`config.mk`:
```
export PLATFORM = sky130hd
export DESIGN_NAME = hsv_to_rgb_converter
export DESIGN_NICKNAME = d
export VERILOG_FILES = /design/src/design/hsv2rgb_pkg.sv /design/src/design/hsv2rgb_hue_split.sv /design/src/design/hsv2rgb_scale.sv /design/src/design/hsv2rgb_select.sv /design/src/design/hsv_to_rgb_converter.sv
export SDC_FILE = /design/constraint.sdc
export NUM_CORES = 1
export LEC_CHECK = 0
export ABC_CLOCK_PERIOD_IN_PS = 14290
export BUFFER_PORTS_ARGS = -buffer_cell sky130_fd_sc_hd__buf_4
export CAP_MARGIN = 5
export CORE_ASPECT_RATIO = 0.9
export CORE_MARGIN = 2
export CORE_UTILIZATION = 40
export CTS_CLUSTER_DIAMETER = 40
export DETAILED_ROUTE_END_ITERATION = 10
export SLEW_MARGIN = 20
export SYNTH_ARGS = -nofsm -noshare
export SYNTH_HDL_FRONTEND = slang
export SYNTH_SLANG_ARGS = --single-unit
```
`constraint.sdc`:
```
create_clock -name clock -period 14.29 [get_ports clock]
set_input_delay 0.7145 -clock clock [delete_from_list [all_inputs] [get_ports clock]]
set_output_delay 0.7145 -clock clock [all_outputs]
set_load 0.1 [all_outputs]
```
`src/design/hsv2rgb_pkg.sv`:
```
`timescale 1ns / 1ps
// Shared types, constants and helper functions for the HSV to RGB converter.
// No dependencies; imported by every module of the block.

package hsv2rgb_pkg;

   localparam int unsigned HUE_W    = 15;
   localparam int unsigned CHAN_W   = 8;
   localparam int unsigned REM_W    = 4;
   localparam int unsigned NUM_W    = 12;
   localparam int unsigned HI_W     = HUE_W - 8;
   localparam int unsigned SCALE_W  = 16;
   localparam int unsigned WIDE_W   = SCALE_W + CHAN_W;

   localparam logic [CHAN_W-1:0]  FULL_SCALE    = 8'd255;
   localparam logic [8:0]         FRAC_ONE      = 9'd256;
   localparam logic [SCALE_W-1:0] FRAC_SCALE    = 16'd65280;
   localparam logic [7:0]         STEPS_PER_HI  = 8'd15;
   localparam int unsigned        MAX_HI_QUOT   = 8;
   localparam logic [REM_W-1:0]   SECTOR_COUNT  = 4'd6;

   // x/15 for x < 3840: (x * 34953) >> 19
   localparam logic [15:0] DIV15_RECIP = 16'd34953;
   localparam int unsigned DIV15_SHIFT = 19;
   // y/255 for y < 65536: (y * 65794) >> 24, rounds up just enough to hit exact multiples
   localparam logic [16:0] DIV255_RECIP = 17'd65794;
   localparam int unsigned DIV255_SHIFT = 24;

   typedef enum logic [2:0] {
      SEC_RED     = 3'd0,
      SEC_YELLOW  = 3'd1,
      SEC_GREEN   = 3'd2,
      SEC_CYAN    = 3'd3,
      SEC_BLUE    = 3'd4,
      SEC_MAGENTA = 3'd5
   } sector_type;

   typedef struct packed {
      sector_type       sector;
      logic [REM_W-1:0] rem;
   } hue_split_type;

   typedef struct packed {
      sector_type        sector;
      logic [7:0]        frac;
      logic [CHAN_W-1:0] brightness;
      logic [CHAN_W-1:0] saturation;
   } frac_beat_type;

   typedef struct packed {
      sector_type         sector;
      logic [CHAN_W-1:0]  brightness;
      logic [WIDE_W-1:0]  q_prod;
      logic [WIDE_W-1:0]  t_prod;
      logic [SCALE_W-1:0] p_prod;
   } prod_beat_type;

   // Upper hue bits (hue >> 8) -> sector (quotient by 15, wrapped mod 6) and
   // the remainder by 15. Eight independent compares.
   function automatic hue_split_type split_hue(input logic [HI_W-1:0] hi);
      logic [REM_W-1:0] quot;
      logic [7:0]       base;
      hue_split_type    res;
      quot = '0;
      for (int k = 1; k <= MAX_HI_QUOT; k++) begin
         if ({1'b0, hi} >= 8'(k * 15)) quot = REM_W'(k);
      end
      base = 8'(quot) * STEPS_PER_HI;
      res.rem = REM_W'({1'b0, hi} - base);
      if (quot >= SECTOR_COUNT) begin
         res.sector = sector_type'(3'(quot - SECTOR_COUNT));
      end else begin
         res.sector = sector_type'(quot[2:0]);
      end
      return res;
   endfunction

   function automatic logic [CHAN_W-1:0] div_255(input logic [SCALE_W-1:0] y);
      logic [32:0] prod;
      prod = 33'(y) * 33'(DIV255_RECIP);
      return prod[DIV255_SHIFT +: CHAN_W];
   endfunction

endpackage

```
`src/design/hsv2rgb_hue_split.sv`:
```
`timescale 1ns / 1ps
// Stages 1-2: hue split into sector and in-sector fraction (0..255).
// Depends on hsv2rgb_pkg.

module hsv2rgb_hue_split
   import hsv2rgb_pkg::*;
(
   input  logic              clock,
   input  logic              reset,
   input  logic              in_valid,
   output logic              in_ready,
   input  logic [HUE_W-1:0]  in_hue,
   input  logic [CHAN_W-1:0] in_brightness,
   input  logic [CHAN_W-1:0] in_saturation,
   output logic              out_valid,
   input  logic              out_ready,
   output frac_beat_type     out_beat
);

   logic              s1_vld_ff, s2_vld_ff;
   logic              en1, en2;
   sector_type        s1_sector_ff;
   logic [NUM_W-1:0]  s1_num_ff;
   logic [CHAN_W-1:0] s1_bright_ff, s1_sat_ff;
   hue_split_type     split_in;
   logic [NUM_W-1:0]  s1_num_in;
   logic [27:0]       frac_prod;
   frac_beat_type     s2_beat_ff, s2_beat_in;

   assign en2      = !s2_vld_ff || out_ready;
   assign en1      = !s1_vld_ff || en2;
   assign in_ready = en1;

   assign split_in  = split_hue(in_hue[HUE_W-1:8]);
   // hue mod 3840 = rem*256 + low byte
   assign s1_num_in = {split_in.rem, in_hue[7:0]};

   assign frac_prod = 28'(s1_num_ff) * 28'(DIV15_RECIP);

   always_comb begin
      s2_beat_in.sector     = s1_sector_ff;
      s2_beat_in.frac       = frac_prod[DIV15_SHIFT +: 8];
      s2_beat_in.brightness = s1_bright_ff;
      s2_beat_in.saturation = s1_sat_ff;
   end

   always_ff @(posedge clock) begin
      if (reset) begin
         s1_vld_ff <= 1'b0;
         s2_vld_ff <= 1'b0;
      end else begin
         if (en1) s1_vld_ff <= in_valid;
         if (en2) s2_vld_ff <= s1_vld_ff;
      end
   end

   always_ff @(posedge clock) begin
      if (en1 && in_valid) begin
         s1_sector_ff <= split_in.sector;
         s1_num_ff    <= s1_num_in;
         s1_bright_ff <= in_brightness;
         s1_sat_ff    <= in_saturation;
      end
      if (en2 && s1_vld_ff) begin
         s2_beat_ff <= s2_beat_in;
      end
   end

   assign out_valid = s2_vld_ff;
   assign out_beat  = s2_beat_ff;

endmodule

```
`src/design/hsv2rgb_scale.sv`:
```
`timescale 1ns / 1ps
// Stages 3-4: saturation products and the p product, then brightness
// products for q and t. Depends on hsv2rgb_pkg.

module hsv2rgb_scale
   import hsv2rgb_pkg::*;
(
   input  logic          clock,
   input  logic          reset,
   input  logic          in_valid,
   output logic          in_ready,
   input  frac_beat_type in_beat,
   output logic          out_valid,
   input  logic          out_ready,
   output prod_beat_type out_beat
);

   logic               s3_vld_ff, s4_vld_ff;
   logic               en3, en4;
   sector_type         s3_sector_ff;
   logic [CHAN_W-1:0]  s3_bright_ff;
   logic [SCALE_W-1:0] s3_qn_ff, s3_tn_ff, s3_pprod_ff;
   logic [SCALE_W-1:0] s3_qn_in, s3_tn_in, s3_pprod_in;
   logic [SCALE_W-1:0] fs_prod;
   logic [16:0]        ft_prod;
   prod_beat_type      s4_beat_ff, s4_beat_in;

   assign en4      = !s4_vld_ff || out_ready;
   assign en3      = !s3_vld_ff || en4;
   assign in_ready = en3;

   // f*s and (256-f)*s never exceed 65280, so the differences stay >= 0
   assign fs_prod     = SCALE_W'(in_beat.frac) * SCALE_W'(in_beat.saturation);
   assign ft_prod     = 17'(FRAC_ONE - 9'(in_beat.frac)) * 17'(in_beat.saturation);
   assign s3_qn_in    = FRAC_SCALE - fs_prod;
   assign s3_tn_in    = SCALE_W'(17'(FRAC_SCALE) - ft_prod);
   assign s3_pprod_in = SCALE_W'(in_beat.brightness)
                      * SCALE_W'(FULL_SCALE - in_beat.saturation);

   always_comb begin
      s4_beat_in.sector     = s3_sector_ff;
      s4_beat_in.brightness = s3_bright_ff;
      s4_beat_in.q_prod     = WIDE_W'(s3_bright_ff) * WIDE_W'(s3_qn_ff);
      s4_beat_in.t_prod     = WIDE_W'(s3_bright_ff) * WIDE_W'(s3_tn_ff);
      s4_beat_in.p_prod     = s3_pprod_ff;
   end

   always_ff @(posedge clock) begin
      if (reset) begin
         s3_vld_ff <= 1'b0;
         s4_vld_ff <= 1'b0;
      end else begin
         if (en3) s3_vld_ff <= in_valid;
         if (en4) s4_vld_ff <= s3_vld_ff;
      end
   end

   always_ff @(posedge clock) begin
      if (en3 && in_valid) begin
         s3_sector_ff <= in_beat.sector;
         s3_bright_ff <= in_beat.brightness;
         s3_qn_ff     <= s3_qn_in;
         s3_tn_ff     <= s3_tn_in;
         s3_pprod_ff  <= s3_pprod_in;
      end
      if (en4 && s3_vld_ff) begin
         s4_beat_ff <= s4_beat_in;
      end
   end

   assign out_valid = s4_vld_ff;
   assign out_beat  = s4_beat_ff;

endmodule

```
`src/design/hsv2rgb_select.sv`:
```
`timescale 1ns / 1ps
// Stage 5: reciprocal divides for p, q, t and the six-way sector select
// into the output register. Depends on hsv2rgb_pkg.

module hsv2rgb_select
   import hsv2rgb_pkg::*;
(
   input  logic              clock,
   input  logic              reset,
   input  logic              in_valid,
   output logic              in_ready,
   input  prod_beat_type     in_beat,
   output logic              out_valid,
   input  logic              out_ready,
   output logic [CHAN_W-1:0] out_red,
   output logic [CHAN_W-1:0] out_green,
   output logic [CHAN_W-1:0] out_blue
);

   logic              vld_ff, en;
   logic [CHAN_W-1:0] p_val, q_val, t_val, v_val;
   logic [CHAN_W-1:0] red_ff, green_ff, blue_ff;
   logic [CHAN_W-1:0] red_in, green_in, blue_in;

   assign en       = !vld_ff || out_ready;
   assign in_ready = en;

   // x/65280 == (x >> 8)/255
   assign p_val = div_255(in_beat.p_prod);
   assign q_val = div_255(in_beat.q_prod[WIDE_W-1:8]);
   assign t_val = div_255(in_beat.t_prod[WIDE_W-1:8]);
   assign v_val = in_beat.brightness;

   always_comb begin
      case (in_beat.sector)
         SEC_RED: begin
            red_in = v_val; green_in = t_val; blue_in = p_val;
         end
         SEC_YELLOW: begin
            red_in = q_val; green_in = v_val; blue_in = p_val;
         end
         SEC_GREEN: begin
            red_in = p_val; green_in = v_val; blue_in = t_val;
         end
         SEC_CYAN: begin
            red_in = p_val; green_in = q_val; blue_in = v_val;
         end
         SEC_BLUE: begin
            red_in = t_val; green_in = p_val; blue_in = v_val;
         end
         default: begin
            red_in = v_val; green_in = p_val; blue_in = q_val;
         end
      endcase
   end

   always_ff @(posedge clock) begin
      if (reset) begin
         vld_ff <= 1'b0;
      end else if (en) begin
         vld_ff <= in_valid;
      end
   end

   always_ff @(posedge clock) begin
      if (en && in_valid) begin
         red_ff   <= red_in;
         green_ff <= green_in;
         blue_ff  <= blue_in;
      end
   end

   assign out_valid = vld_ff;
   assign out_red   = red_ff;
   assign out_green = green_ff;
   assign out_blue  = blue_ff;

endmodule

```
`src/design/hsv_to_rgb_converter.sv`:
```
`timescale 1ns / 1ps
// Top level of the HSV to RGB converter: saturation register and the
// five-stage pipeline. Depends on hsv2rgb_pkg and the hsv2rgb_* stages.

// Converts one HSV color (hue in 1/64 degree, brightness 0..255) per beat
// into an 8-bit RGB triple, using the saturation register (reset 255) for
// every conversion. Hue values at or beyond 360 degrees wrap around the
// circle. The pipeline has five register stages: hue split, sector
// fraction, saturation products, brightness products, then divide and
// sector select into the output register. A new beat is taken every
// clock cycle as long as rsp_ready keeps up, and each stage holds its
// own valid bit so bubbles are squeezed out under backpressure. Write
// csr_write_data only while the pipeline is empty.

module hsv_to_rgb_converter
   import hsv2rgb_pkg::*;
(
   input  logic              clock,
   input  logic              reset,
   input  logic              csr_write_enable,
   input  logic [CHAN_W-1:0] csr_write_data,
   input  logic              req_valid,
   output logic              req_ready,
   input  logic [HUE_W-1:0]  req_hue,
   input  logic [CHAN_W-1:0] req_brightness,
   output logic              rsp_valid,
   input  logic              rsp_ready,
   output logic [CHAN_W-1:0] rsp_red,
   output logic [CHAN_W-1:0] rsp_green,
   output logic [CHAN_W-1:0] rsp_blue
);

   logic [CHAN_W-1:0] saturation_ff;
   logic              frac_valid, frac_ready;
   frac_beat_type     frac_beat;
   logic              prod_valid, prod_ready;
   prod_beat_type     prod_beat;

   always_ff @(posedge clock) begin
      if (reset) begin
         saturation_ff <= FULL_SCALE;
      end else if (csr_write_enable) begin
         saturation_ff <= csr_write_data;
      end
   end

   hsv2rgb_hue_split u_hue_split (
      .clock         (clock),
      .reset         (reset),
      .in_valid      (req_valid),
      .in_ready      (req_ready),
      .in_hue        (req_hue),
      .in_brightness (req_brightness),
      .in_saturation (saturation_ff),
      .out_valid     (frac_valid),
      .out_ready     (frac_ready),
      .out_beat      (frac_beat)
   );

   hsv2rgb_scale u_scale (
      .clock     (clock),
      .reset     (reset),
      .in_valid  (frac_valid),
      .in_ready  (frac_ready),
      .in_beat   (frac_beat),
      .out_valid (prod_valid),
      .out_ready (prod_ready),
      .out_beat  (prod_beat)
   );

   hsv2rgb_select u_select (
      .clock     (clock),
      .reset     (reset),
      .in_valid  (prod_valid),
      .in_ready  (prod_ready),
      .in_beat   (prod_beat),
      .out_valid (rsp_valid),
      .out_ready (rsp_ready),
      .out_red   (rsp_red),
      .out_green (rsp_green),
      .out_blue  (rsp_blue)
   );

endmodule
```
==> results of run 1 <==
## through the flow
| step | worst slack [ps] | cells |
|---|---|---|
| detailed placement | 8550 | 3453 |
| CTS | 8480 | 3513 |
| global route | 8140 | 3514 |
| finish | 8590 | 3514 |
| global placement | 8640 | 3453 |
| floorplan | 8250 | 2576 |
## synthesized netlist by cell type, drive strengths merged (7+ instances only)
master  number
nand2      184
a21o        19
o31ai        7
a211oi      12
and3         7
fa         296
a31oi        9
a21boi       8
xor2        24
xnor2       75
inv        463
nand2b      43
nor3        29
a211o        9
ha         453
dfxtp       13
clkbuf      67
nand3       20
nor2b       62
edfxtp     199
a21oi       61
o21ai       38
o21a        17
o21bai      10
nand4       11
mux2i       13
nor2        77
and2       268
## path summary, 6_finish.rpt
path / slack, ps / end / cells after the start / start
setup / recovery: 8590 / u_scale.s3_tn_ff[15]$_DFFE_PP_ / 23 / u_hue_split.out_beat[16]$_DFFE_PP_
hold / removal: 340 / u_hue_split.s1_num_ff[4]$_DFFE_PP_ / 1 / req_hue[4]
setup reg to reg: 8590 / u_scale.s3_tn_ff[15]$_DFFE_PP_ / 23 / u_hue_split.out_beat[16]$_DFFE_PP_
hold reg to reg: 410 / u_hue_split.out_beat[15]$_DFFE_PP_ / 0 / u_hue_split.s1_bright_ff[7]$_DFFE_PP_
## layout make-up
class | instances | area, um^2
Fill cell | 6188 | 36400
Multi-Input combinational cell | 1834 | 18300
Sequential cell | 212 | 6240
Inverter | 463 | 1740
Tap cell | 864 | 1080
Clock buffer | 37 | 905
Timing Repair Buffer | 81 | 616
Clock inverter | 23 | 258
## logic make-up after synthesis
group	count (synthesis)	share of synthesized area, %
AO/OA/AOI/OAI	247	6.77
XOR/XNOR	99	3.27
adder cells (fa/ha/maj)	751	43.9
buffers and inverters	530	7.51
flip-flops	212	23.5
multiplexers	15	0.576
AND/OR/NAND/NOR	722	14.5
## routing by layer
metal	up-vias	track usage (%)	part of all wire, %
li1	8510	-	-
met1	8567	23.2	49
met2	291	27.3	45
met3	75	2.47	3.7
met4	0	4.90	2.3
met5	-	0	0
## registers in the layout (all words and copies together) (netlist names), 3 cells and up
name                      cells
u_scale.out_beat             59
u_hue_split.out_beat         27
u_scale.s3_pprod_ff          16
u_scale.s3_tn_ff             16
u_scale.s3_qn_ff             15
u_hue_split.s1_num_ff        12
saturation_ff                 8
u_hue_split.s1_bright_ff      8
u_hue_split.s1_sat_ff         8
u_scale.s3_bright_ff          8
u_select.out_blue             8
u_select.out_green            8
u_select.out_red              8
u_hue_split.s1_sector_ff      3
u_scale.s3_sector_ff          3
## worst max-delay path, stage by stage (launching register included)
cell and delay (ps):
edfxtp_1 520, inv_1 140, ha_1 200, nand2_1 90
or3_1 340, xor2_1 500, nand2_1 120, ha_1 330
inv_1 50, fa_1 490, inv_1 50, fa_1 470
inv_1 50, fa_1 520, inv_1 40, ha_1 330
o21ai_0 110, a21boi_0 140, o21ai_0 200, a21oi_1 110
nand4_1 100, nand3_1 100, o41ai_1 330, xnor2_1 110
==> flow_metrics.py, run 1 <==
metrics = {
    "drt": {
        "drc_errors": 0,
        "wl_per_cell_um": 15.6,
        "drtPass1Iterations": 5,
        "viasPerCell": 4.96,
        "dr_total_vias": 17400,
        "drt_iter0_markers": 813,
        "ant_nets": 0,
        "drt-total-wl_um": 54800,
    },
    "global_routing": {
        "grt_max_degree": 60,
        "antenna_found_initial": 0,
        "grt_pass1_wl_um": 93000,
        "globalRouteTotalUtil_pct": 16.8,
        "grt_pass1_vias": 18700,
        "grt-ovfl-total": 0,
    },
    "clocking": {
        "clockBufferDepth": 3,
        "hold_buffers": 0,
        "cts_buffers": 35,
        "cts_resized": 0,
        "cts_htree_levels": 2,
        "cts_tree": "built",
        "clkSinkCount": 212,
        "clk_pin_slew_ps": 50,
        "cts_setup_buffers": 0,
        "cts_root_buf": "clkbuf_16",
        "clock_latency_ps": 550,
    },
    "logic_synthesis": {
        "yosysTopAreaCellShare_pct": 22.6,
        "seq_area_frac_synth_pct": 23.5,
        "synth_ff_type": "edfxtp_1",
        "syn_avg_cell_area_um2": 10.3,
        "netlist_area_um2": 26500,
        "ys_top_cells_by_area": "edfxtp_1 23%, fa_1 22%, ha_1 21%, inv_1 6.6%, and2_1 6.3%",
        "async_reset_ff_share_pct": 0,
        "synth_area_leader_cell": "edfxtp_1",
        "yosysUniqueCellTypes": 69,
        "ys_warn_count": 0,
        "ys_seq_elements": 212,
        "syn_nets": 3361,
        "synth-edff-count": 199,
        "syn-instance-count": 2576,
    },
    "worst_setup_path": {
        "endpoint_kind": "flop",
        "startpoint_type": "flop",
        "critPathKind": "flop to flop",
        "critPathRequiredTime_ps": 14580,
        "worstPathMaxFanout": 10,
        "critPathArrivalTime_ps": 5990,
    },
    "sta": {
        "maxSlewViolCount": 0,
        "max_slew_margin_pct": 26.1,
        "skew_ps": 32.3,
        "tightest_slew_ps": 1110,
        "rsz0062_at_grt": "no",
        "fmax_ghz": 0.176,
        "min_period_ps": 5700,
        "whs_ps": 340,
        "setup_tns_ps": 0,
        "setup-violations-final": 0,
        "finalHoldViolCount": 0,
        "period_share_pct": 39.9,
    },
    "floorplan": {
        "io_pins": 62,
        "die_area_um2": 68300,
        "initial_utilization_pct": 40.4,
        "core_area_um2": 65500,
        "fp.dieW_um": 275,
        "rows": 89,
        "die_h_um": 248,
    },
    "final_layout": {
        "drive_gt1_share_pct": 6.42,
        "fin_nets": 3412,
        "final_common_cell": "inv_1",
        "layout_common_cells": "463 x inv_1, 453 x ha_1, 296 x fa_1",
        "antenna_cells": 0,
        "utilization_pct": 44.5,
        "fin_area_um2": 29100,
        "area_growth_pct": 9.95,
    },
    "place": {
        "io_buffers": 61,
        "gp_congestion": 0.855,
        "dp_hpwl_um": 43400,
        "place_area_um2": 27900,
    },
    "run": {
        "drv_cap": 0,
    },
    "worst_hold_path": {
        "hold_class": "primary input to flop",
    },
    "status": {
        "status": "finished clean",
    },
}
Power of run 1 is not shown: default switching activity piles up to over one toggle a cycle in this logic, so the estimate is an artifact.
==> run 2: changes to the inputs <==
--- a/config.mk
+++ b/config.mk
@@ -5,7 +5,8 @@
 export SDC_FILE = /design/constraint.sdc
 export NUM_CORES = 1
 export LEC_CHECK = 0
-export ABC_CLOCK_PERIOD_IN_PS = 14290
+export ABC_AREA = 1
+export ABC_CLOCK_PERIOD_IN_PS = 4700
 export BUFFER_PORTS_ARGS = -buffer_cell sky130_fd_sc_hd__buf_4
 export CAP_MARGIN = 5
 export CORE_ASPECT_RATIO = 0.9
==> constraint.sdc (replaced) <==
create_clock -name clock -period 4.7 [get_ports clock]
set_input_delay 0.235 -clock clock [delete_from_list [all_inputs] [get_ports clock]]
set_output_delay 0.235 -clock clock [all_outputs]
set_load 0.1 [all_outputs]
==> run 2 against run 1 <==
Utilization rose by 2.2 points. The run now ends with negative setup slack left. Synthesized cell count rose by 41%. Clock skew fell by 1.3 ps. Hold slack got worse by 290 ps. Maximum frequency rose by 21%. Routed wire length rose by 25%. Highest routed layer unchanged. Cell count rose by 36%. Critical path type unchanged.
==> flow_metrics.py, run 2 <==
metrics = {
    "final_layout": {
        "drive_gt1_share_pct": 10.5,
        "area_growth_pct": 15.8,
        "layout_common_cells": "881 x inv_1, 797 x nand2_1, 431 x ha_1",
        "fin_area_um2": 34000,
        "final_common_cell": "inv_1",
        "antenna_cells": 0,
        "fin_nets": 4590,
        "fill_cells": 7158,
        "largest_reg_flops": 59,
    },
    "sta": {
        "fmax_ghz": 0.212,
        "rsz0062_at_grt": "yes",
        "skew_ps": 31.0,
        "min_period_ps": 4730,
        "maxSlewViolCount": 0,
        "setup-violations-final": 3,
        "finalHoldViolCount": 0,
        "period_share_pct": 101,
        "tightest_slew_ps": 1040,
        "setup_ws_ps": -25.8,
        "max_slew_margin_pct": 29.9,
    },
    "worst_setup_path": {
        "endpoint_kind": "flop",
        "critPathArrivalTime_ps": 5040,
        "worstPathMaxFanout": 4,
        "r2r_slack_ps": -30,
        "startpoint_type": "flop",
        "critPathKind": "flop to flop",
        "critPathRequiredTime_ps": 5010,
    },
    "logic_synthesis": {
        "yosysMostFrequentCell": "inv_1",
        "synth-edff-count": 199,
        "synth_commonest_cells": "894 x inv_1, 810 x nand2_1, 453 x ha_1, 296 x fa_1, 234 x nor2_1",
        "syn_avg_cell_area_um2": 8.10,
        "syn_nets": 4412,
        "netlist_area_um2": 29400,
        "synth_ff_type": "edfxtp_1",
        "async_reset_ff_share_pct": 0,
        "yosysTopAreaCellShare_pct": 20.3,
        "syn-instance-count": 3627,
        "ys_top_cells_by_area": "edfxtp_1 20%, fa_1 20%, ha_1 19%, inv_1 11%, nand2_1 10%",
        "seq_area_frac_synth_pct": 21.2,
        "ys_seq_elements": 212,
        "ys_warn_count": 0,
        "synth_area_leader_cell": "edfxtp_1",
        "yosysUniqueCellTypes": 54,
    },
    "status": {
        "failed_checks": "negative setup slack",
        "status": "complete, but fails checks",
    },
    "drt": {
        "drt-total-wl_um": 68400,
        "wl_per_cell_um": 14.3,
        "dr_total_vias": 23100,
        "ant_nets": 0,
        "drtPass1Iterations": 6,
        "drt_iter0_markers": 1254,
        "drc_errors": 0,
        "viasPerCell": 4.81,
    },
    "place": {
        "io_buffers": 61,
        "dp_hpwl_um": 55500,
        "place_area_um2": 31600,
        "gp_congestion": 0.913,
    },
    "floorplan": {
        "die_h_um": 261,
        "core_area_um2": 72900,
        "rows": 94,
        "die_area_um2": 75600,
        "io_pins": 62,
        "fp.dieW_um": 290,
        "initial_utilization_pct": 40.3,
    },
    "global_routing": {
        "grt_max_degree": 59,
        "globalRouteTotalUtil_pct": 18.5,
        "grt_pass1_vias": 23300,
        "antenna_found_initial": 0,
        "grt-ovfl-total": 0,
        "grt_pass1_wl_um": 115000,
    },
    "clocking": {
        "clkSinkCount": 212,
        "clk_pin_slew_ps": 60,
        "clockBufferDepth": 3,
        "clock_latency_ps": 560,
        "cts_root_buf": "clkbuf_16",
        "cts_tree": "built",
        "cts_htree_levels": 2,
        "cts_buffers": 36,
    },
    "worst_hold_path": {
        "hold_class": "primary input to flop",
    },
    "run": {
        "drv_cap": 0,
    },
}
run 2: cell types whose count changed in the layout (fill, tap and decap cells not counted), sizes merged, moves of 62 or more:
cell,delta
a21oi,+84
inv,+445
nor2b,-62
nand3,+130
and2,-263
nand2,+636
buf,+104
nor2,+163
run 2: timing repair:
item	CTS	global route
pin swaps	16	31
cloned	0	3
gates resized for setup	18	105
setup buffers	3	20
endpoints found under the hold margin	29	0
hold buffers	35	0
endpoints found under the setup margin	6	34
run 2: critical path, cell delays in order (launching register included):
cell and delay [ps]:
edfxtp_1 470, inv_4 100, ha_4 130, nand3_2 60
or2_4 260, nor2_4 110, nand2_4 80, nor2_4 90
inv_2 50, buf_4 130, buf_4 130, nor2_1 80
ha_1 230, inv_1 80, fa_1 410, fa_1 500
inv_1 50, fa_1 520, inv_1 60, ha_4 270
nand2_1 80, o21ai_2 170, a21oi_2 50, o211a_1 220
xor2_1 140
run 2: area by class of cell:
type	count	area (um^2)	area share, %
multi-input combinational	2432	20000	58.8
sequential	212	6240	18.3
inverter	900	3380	9.95
timing repair buffer	223	1920	5.64
tap	960	1200	3.53
clock buffer	39	955	2.81
clock inverter	27	333	0.979
run 2: path summary, 6_finish.rpt:
| path | startpoint | end | depth (start not counted) |
|---|---|---|---|
| max | u_hue_split.out_beat[16]$_DFFE_PP_ | u_scale.s3_tn_ff[12]$_DFFE_PP_ | 24 |
| min | req_hue[13] | u_hue_split.s1_sector_ff[1]$_DFFE_PP_ | 3 |
| max reg2reg | u_hue_split.out_beat[16]$_DFFE_PP_ | u_scale.s3_tn_ff[12]$_DFFE_PP_ | 24 |
| min reg2reg | u_hue_split.s1_bright_ff[5]$_DFFE_PP_ | u_hue_split.out_beat[13]$_DFFE_PP_ | 0 |
run 2: per-layer routing:
metal,routed length (um),GRT usage [%],vias to the layer above,part of all wire (%)
li1,-,-,11600,-
met1,32600,25.8,10900,48
met2,31200,30.6,484,46
met3,2890,2.14,95,4.2
met4,1780,4.64,0,2.6
met5,0,0,-,0
run 2: logic make-up (layout without fill, tap and decap cells):
kind of cell	Yosys count	in the layout	synth area share [%]
buffers and inverters	983	1189	12.8
flip-flops	212	212	21.2
AND/OR/NAND/NOR	1323	1323	18.8
adder cells (fa/ha/maj)	749	749	39.5
AO/OA/AOI/OAI	281	281	5.40
XOR/XNOR	79	79	2.36
run 2: through the flow:
stage / hold slack, ps / util (%) / cells / setup TNS [ps] / setup WS, ps
6_report: 55.0 / 46.6 / 4793 / -50.0 / -25.8
2_1_floorplan: 304 / - / 3627 / -18.9 / -18.9
3_5_place_dp: 405 / 43.3 / 4666 / -639 / -132
5_1_grt: 50.4 / 46.6 / 4793 / -1560 / -277
4_1_cts: 21.2 / 45.7 / 4770 / -13.3 / -12.3
3_3_place_gp: 401 / 43.3 / 4666 / -365 / -110
Power of run 2 is left out for the same reason.
